File: src/hdl/bba_map_ram.sv
// Usage map storage: one-write, one-read synchronous RAM, registered read data.
// No package dependencies.
`timescale 1ns / 1ps

module bba_map_ram #(
  parameter int DEPTH = 128,
  parameter int WIDTH = 32,
  parameter int AW    = (DEPTH > 1) ? $clog2(DEPTH) : 1
) (
  input  logic             clk_i,
  input  logic             we_i,
  input  logic [AW-1:0]    waddr_i,
  input  logic [WIDTH-1:0] wdata_i,
  input  logic             re_i,
  input  logic [AW-1:0]    raddr_i,
  output logic [WIDTH-1:0] rdata_o
);

  logic [WIDTH-1:0] mem [DEPTH];
  logic [WIDTH-1:0] rdata_q;

  always_ff @(posedge clk_i) begin
    if (we_i) begin
      mem[waddr_i] <= wdata_i;
    end
    if (re_i) begin
      rdata_q <= mem[raddr_i];
    end
  end

  assign rdata_o = rdata_q;

endmodule

File: config.mk
export PLATFORM = sky130hd
export DESIGN_NAME = bba_map_ram
export DESIGN_NICKNAME = d
export VERILOG_FILES = /design/src/hdl/bba_map_ram.sv
export SDC_FILE = /design/constraint.sdc
export NUM_CORES = 2
export LEC_CHECK = 0
export BUFFER_PORTS_ARGS = -buffer_cell sky130_fd_sc_hd__buf_2
export CORE_UTILIZATION = 53
export DETAILED_ROUTE_END_ITERATION = 12
export PLACE_DENSITY = 0.68
export SLEW_MARGIN = 15
export SYNTH_ARGS = -nofsm -noshare
export SYNTH_HDL_FRONTEND = slang
export SYNTH_SLANG_ARGS = --single-unit
File: constraint.sdc
create_clock -name clk_i -period 9.45 [get_ports clk_i]
set_clock_uncertainty 0.2 [all_clocks]
set_input_delay 1.89 -clock clk_i [delete_from_list [all_inputs] [get_ports clk_i]]
set_output_delay 1.89 -clock clk_i [all_outputs]
set_load 0.005 [all_outputs]
==> flow_summary.yaml <==
status:
  status: "finished, violations left"
  violations: "design-rule violations"
setup_path:
  critPathTopFamily: "multiplexers"
  worstSetupEndpointType: "flop"
  path_max_fanout: 86
  reg2reg_from: "mem[119][14]"
  cp_data_required_time_ns: 9.92
  crit_slowest_cell: "mux4_2"
  cp.arrival_ns: 5.67
  reg2reg_depth: 4
  slowest_delay_ns: 0.76
  reg2reg_slack_ns: 6.43
  cp_num_buf_inv: 2
  cp-start-kind: "primary input"
  worst_path_most_repeated_cell: "mux4_2"
  path_class: "primary input to flop"
  r2r-end: "rdata_o[14]"
  crit_path_cell_trace: "buf_12, buf_12, mux4_2, mux4_2, mux4_2, mux2_2"
synthesis:
  synth_cell_type_count: 16
  netlist_area_um2: 157000
  synth_top_family_by_area: "multiplexers"
  synth_mux_area_frac: 0.196
  ys_seq_elements: 4128
  synth-adder-area-share: 0
  synth_compound_area_frac: 0
  syn_inst: 5990
  synthSimpleGateAreaFrac: 0.00445
  syn_area_per_cell_um2: 26.1
  synth-xor-area-share: 0
  synth_fp_nets: 6039
  ys_seq_area_frac: 0.792
  yosysWarnings: 0
floorplan:
  core-area_um2: 294000
  fp.dieW_um: 546
  die_area_um2: 298000
  die_h_um: 546
  start_util: 0.533
  row_count: 199
  io-pin-count: 81
grt:
  grt_max_degree: 128
  grt_pass1_vias: 70700
  grt_use_total: 0.273
  overflow: 0
  antenna_found_initial: 72
  grt_pass1_wl_um: 558000
sta:
  tns_ns: 0
  maxSlewHeadroom: 0.198
  min_period_over_period: 0.550
  fin_crit_ns: 5.19
  hold_viol: 0
  max_freq_mhz: 193
  drv_slew: 0
  rsz0062_at_grt: "false"
  worstMarginPinSlew_ns: 1.20
  setup_viol: 0
  whs_ns: 1.03
drt:
  via_count: 70600
  routed_via_density: 6.62
  wirelength_um: 404000
  routedWlPerCell_um: 37.9
  drt_iter0_markers: 9625
  drc: 6
  drtPass1Iterations: 10
  ant_nets: 0
min_path:
  hold-path-cell-count: 4
  worstHoldStart: "mem[112][7]"
  holdCritPathClass: "flop to flop"
  hold-path-endpoint: "rdata_o[7]"
layout:
  drive_above_1_share: 0.351
  final_cell_mix: "edfxtp_1 (4128), mux4_2 (1344), clkbuf_16 (404), buf_4 (220), nor2_4 (119)"
  multi_input_area_um2: 32300
  n_fill_cell: 19700
  synthToLayoutAreaGrowth_pct: 12.8
  seq_area_um2: 124000
  mostFrequentLayoutCell: "edfxtp_1"
  nets: 6418
cts:
  root_buffer: "clkbuf_16"
  clock_path_buffers: 4
  cts_made_buffers: 401
  cts_tree: "done"
  cts_sinks: 4128
  postCtsHoldBufs: 0
  cts_resized: 0
  cts_max_level: 5
  clk_latency_ns: 0.95
  post_cts_buffers: 0
  cts.clk_slew.worst_paths_ns: 0.06
place:
  portBuffers: 80
  hpwlAfterDp_um: 213000
  gp_routability_congestion: 0.812
pwr:
  p_per_area_nw_per_um2: 215
  vdd_drop_max_mv: 0.180
  p_leak_nw: 53.8
run:
  max_cap_viol_count: 0
[routing by layer]
metal	vias up	global-route usage	wire, µm
met5	-	0	287
met4	48	0.0885	12500
met3	651	0.100	54300
met2	4156	0.418	191000
met1	38500	0.368	146000
li1	27300	-	-
[tightest hold or removal path, delay by kind of cell, from the launching register on]
| family | cells | cell delay (ns) |
|---|---|---|
| flip-flops | 1 | 0.32 |
| multiplexers | 4 | 0.80 |
[logic make-up (layout without fill, tap and decap cells)]
logic type	Yosys count	count (layout)
buffers and inverters	316	1018
DFF	4128	4128
muxes	1376	1376
other	0	56
and+or+nand+nor	170	170
[cells in the mapped netlist]
master       n  share of area
nor2b_1      7        0.00028
buf_4        3        0.00014
or3_1        1       0.000040
nor3_1       9        0.00029
buf_2       79         0.0025
nand2b_1     2       0.000080
mux4_2    1344           0.19
nand4_1      3        0.00012
buf_1       50         0.0012
nand3_1     12        0.00038
nor2_1     122         0.0029
buf_6        2        0.00014
edfxtp_1  4128           0.79
clkbuf_1   182         0.0044
mux2_2      32         0.0023
nand2_1     14        0.00034
[worst max path at each step]
stage	start	end	slack, ns	cells past startpoint
2_1_floorplan	we_i	mem[98][0]	4.12	3
5_1_grt	raddr_i[0]	rdata_o[16]	4.13	6
6_report	raddr_i[0]	rdata_o[14]	4.26	6
4_1_cts	raddr_i[0]	rdata_o[16]	4.24	6
3_5_place_dp	raddr_i[0]	rdata_o[18]	3.27	6
3_3_place_gp	raddr_i[0]	rdata_o[16]	3.28	6
[area by class of cell]
type | instances | share of cell area
Antenna cell | 56 | 0.000794
Timing Repair Buffer | 292 | 0.0138
Tap cell | 3919 | 0.0278
Multi-Input combinational cell | 1546 | 0.183
Sequential cell | 4128 | 0.702
Clock inverter | 242 | 0.0138
Clock buffer | 484 | 0.0590
[registers in the layout, summed over array words and instances, names as in the netlist]
signal	cells
rdata_o	32
mem	4096
[stage by stage]
step | setup slack (ns) | util | cells | cell area (µm²) | total power [mW]
after floorplan | 4.12 | - | 5990 | 157000 | 21.6
after global placement | 3.28 | 0.557 | 9885 | 164000 | 22.6
after detailed placement | 3.27 | 0.557 | 9885 | 164000 | 22.6
after CTS | 4.24 | 0.601 | 10600 | 176000 | 38.1
after global routing | 4.13 | 0.601 | 10600 | 177000 | 38.9
final | 4.26 | 0.601 | 10700 | 177000 | 38.0
[report_power, final]
group | switching [mW] | internal (mW)
Sequential | 0.0597 | 20.2
Combinational | 1.20 | 0.720
Clock | 6.79 | 8.99
(Power assumes the default switching activity.)
