==> src/hdl/bba_word_search.sv <==
// Find-first-free search over one map word, limited to the low lim_i bits.
// No package dependencies.
`timescale 1ns / 1ps

module bba_word_search #(
  parameter int WORD_BITS = 32,
  parameter int BW        = $clog2(WORD_BITS),
  parameter int LW        = $clog2(WORD_BITS + 1)
) (
  input  logic [WORD_BITS-1:0] word_i,
  input  logic [LW-1:0]        lim_i,
  output logic                 found_o,
  output logic [BW-1:0]        idx_o
);

  logic [WORD_BITS-1:0] avail;

  always_comb begin
    for (int j = 0; j < WORD_BITS; j++) begin
      avail[j] = !word_i[j] && (lim_i > LW'(j));
    end
  end

  // lowest free bit wins
  always_comb begin
    idx_o = '0;
    for (int j = WORD_BITS - 1; j >= 0; j--) begin
      if (avail[j]) begin
        idx_o = BW'(j);
      end
    end
  end

  assign found_o = |avail;

endmodule

==> config.mk <==
export PLATFORM = sky130hd
export DESIGN_NAME = bba_word_search
export DESIGN_NICKNAME = d
export VERILOG_FILES = /design/src/hdl/bba_word_search.sv
export SDC_FILE = /design/constraint.sdc
export NUM_CORES = 1
export LEC_CHECK = 0
export ABC_AREA = 1
export BUFFER_PORTS_ARGS = -buffer_cell sky130_fd_sc_hd__buf_2
export CAP_MARGIN = 20
export CELL_PAD_IN_SITES_DETAIL_PLACEMENT = 0
export CELL_PAD_IN_SITES_GLOBAL_PLACEMENT = 1
export CORE_ASPECT_RATIO = 1.75
export CORE_MARGIN = 1.5
export CORE_UTILIZATION = 29
export DETAILED_ROUTE_END_ITERATION = 8
export GPL_ROUTABILITY_DRIVEN = 0
export PLACE_DENSITY_LB_ADDON = 0.1
export SLEW_MARGIN = 10
export SYNTH_ARGS = -nofsm -noshare
export SYNTH_HDL_FRONTEND = slang
export SYNTH_SLANG_ARGS = --single-unit
==> constraint.sdc <==
create_clock -name vclk -period 3.5
set_clock_uncertainty 0.2 [all_clocks]
set_input_delay 0.35 -clock vclk [all_inputs]
set_output_delay 0.35 -clock vclk [all_outputs]
set_load 0.02 [all_outputs]
==> results.json <==
{
  "status": "finished clean",
  "worstSetupEndpoint": "idx_o[0]",
  "slowest_stage": "or2_2",
  "totalWireLength_mm": 2.865,
  "fraction_of_synthesized_cell_area_in_xor_and_xnor_cells": 0,
  "design.final.nets": 269,
  "netlist_area_um2": 864.6,
  "nClkBuffers": 0,
  "sequential_cell_total": 0,
  "die-area_um2": 3331,
  "critical_path_arrival_ps": 2610,
  "timing.final.hold_violations": 0,
  "max_stage_delay_ps": 310,
  "crit_path_start_kind": "primary input",
  "synthesis.instances": 184,
  "timing.critical_path.max_delay_family": "simple AND/OR/NAND/NOR gates",
  "design.core.area_um2": 2863,
  "floorplan.io_pins": 44,
  "worst-endpoint-required_ps": 2950,
  "drt-pass1-iter-count": 4,
  "residual_overflow_from_global_routing": 0,
  "setup.worst_path.class": "primary input to output pin",
  "die_h_um": 75.23,
  "first_pass_grt_wire_length_mm": 4.747,
  "drt_drc_violations_left": 0,
  "antenna_found_initial": 0,
  "synth_largest_type_area_fraction": 0.2692,
  "initial_utilization": 0.3020,
  "ys_top_cells_by_count": "nand2_1, inv_1, nor2_1, o21ai_0",
  "sequential_element_share_of_the_synthesized_area": 0,
  "synth_cell_type_count": 30,
  "hold_path.class": "primary input to output pin",
  "synth.mux.area_fraction": 0,
  "synth_top_cells_by_area": "nand2_1, inv_1, nor2_1, o21bai_1, o21ai_0",
  "synthToLayoutAreaGrowth_pct": 34.88,
  "drt_iter0_markers": 21,
  "drv_cap": 0,
  "yosys.cell_count.top_type": "nand2_1",
  "drt.antenna.violating_nets": 0,
  "yosys.area.top_type": "nand2_1",
  "finalCritPeriodShare": 0.9037,
  "antenna_cells": 0,
  "number_of_port_buffers": 44,
  "fill_cells": 347,
  "syn_avg_cell_area_um2": 4.699,
  "num_vias": 1234,
  "crit_start": "lim_i[5]",
  "grt_usage": 0.1802,
  "critical_path_buf_inv_count": 3,
  "timing.fmax_ghz": 0.3162,
  "area_fraction_in_compound_gates_after_synthesis": 0.2547,
  "worst_hold_slack_ps": 923.2,
  "placement_rows": 26,
  "layout-drive-gt1-share": 0.2882,
  "hpwlAfterDp_mm": 2.511,
  "slew_at_the_pin_closest_to_its_max_slew_limit_ps": 539.7,
  "crit_path_end_kind": "output pin",
  "area_of_the_multi_input_gates_um2": 737.0,
  "worst-path-max-fanout": 10,
  "hold-path-cell-count": 5,
  "cp_common_cell": "nand2_1",
  "simple_logic_cell_fraction_of_the_synthesized_area": 0.5673,
  "post_synthesis_adder_cell_area_fraction": 0,
  "period_minus_slack_ps": 3163,
  "leakagePower_nw": 0.7258,
  "yosys_warnings": 0,
  "peakVddDrop_mv": 0.06156,
  "seq_area_um2": 0,
  "grt_start_max_net_pins": 11,
  "power_density_nw_per_um2": 120.7,
  "largest_family_of_logic_cells_by_synthesized_area": "simple AND/OR/NAND/NOR gates",
  "setup_tns_ps": 0,
  "report.final.slew_viol_count": 0,
  "route.detailed.vias_per_inst": 4.802,
  "number_of_global_route_vias_before_repair": 1139,
  "routedWlPerCell_um": 11.15,
  "syn_nets": 222,
  "setup_violations": 0,
  "floorplan.die.width_um": 44.28,
  "crit_cells": 28,
  "grt_setup_unrepaired": "false",
  "relSlewSlack": 0.6369
}
[through the flow]
stage / setup slack (ps) / cells / total power, mW / area [um^2] / util
final: 337.2 / 257 / 0.1407 / 1166 / 0.4073
after global routing: 2.943 / 257 / 0.1615 / 1166 / 0.4073
after CTS: 295.1 / 253 / 0.1318 / 1094 / 0.3820
after detailed placement: 306.7 / 253 / 0.1314 / 1094 / 0.3820
after global placement: 301.0 / 253 / 0.1302 / 1094 / 0.3820
after floorplan: 661.7 / 184 / 0.09106 / 864.6 / -
[repair_timing]
item / in CTS / in global routing
buffers inserted: 0 / 4
endpoints found under the setup margin: 0 / 1
gates resized for setup: 0 / 15
hold buffers: 0 / 0
[where the power goes]
part | switching [mW] | internal [mW]
clock network | 0 | 0
registers | 0 | 0
logic | 0.0816 | 0.0591
total | 0.0816 | 0.0591
[area by class of cell]
type,instances,share of cell area
Inverter,34,0.1116
Timing Repair Buffer,48,0.2264
Multi-Input combinational cell,147,0.6320
Tap cell,28,0.03004
[layout by cell type (no fill, tap or decap), drive strengths merged]
cell	count
nand3	4
inv	34
a211o	2
nand3b	2
nor3	6
o21bai	7
o211ai	1
nor4	2
buf	48
nand2	63
nand4	1
o22ai	1
a31oi	4
a21oi	6
o21ai	8
nor2	34
a21boi	1
a31o	1
or2	3
o31ai	1
[worst min path at each step]
stage	from	to	slack [ps]
2_1_floorplan	word_i[1]	idx_o[0]	750
3_3_place_gp	word_i[3]	idx_o[1]	920
3_5_place_dp	word_i[3]	idx_o[1]	920
4_1_cts	word_i[3]	idx_o[1]	920
5_1_grt	word_i[1]	idx_o[0]	950
6_report	word_i[3]	idx_o[1]	920
[metal layers]
layer | share of wire | global-route usage
met5 | 0 | 0
met4 | 0 | 0
met3 | 0.029 | 0.004796
met2 | 0.56 | 0.3742
met1 | 0.41 | 0.2071
[logic make-up (layout without fill, tap and decap cells)]
family / after synthesis / in the layout
AND/OR/NAND/NOR: 115 / 115
buffers and inverters: 37 / 82
AO/OA/AOI/OAI: 32 / 32
(Power assumes the default switching activity.)
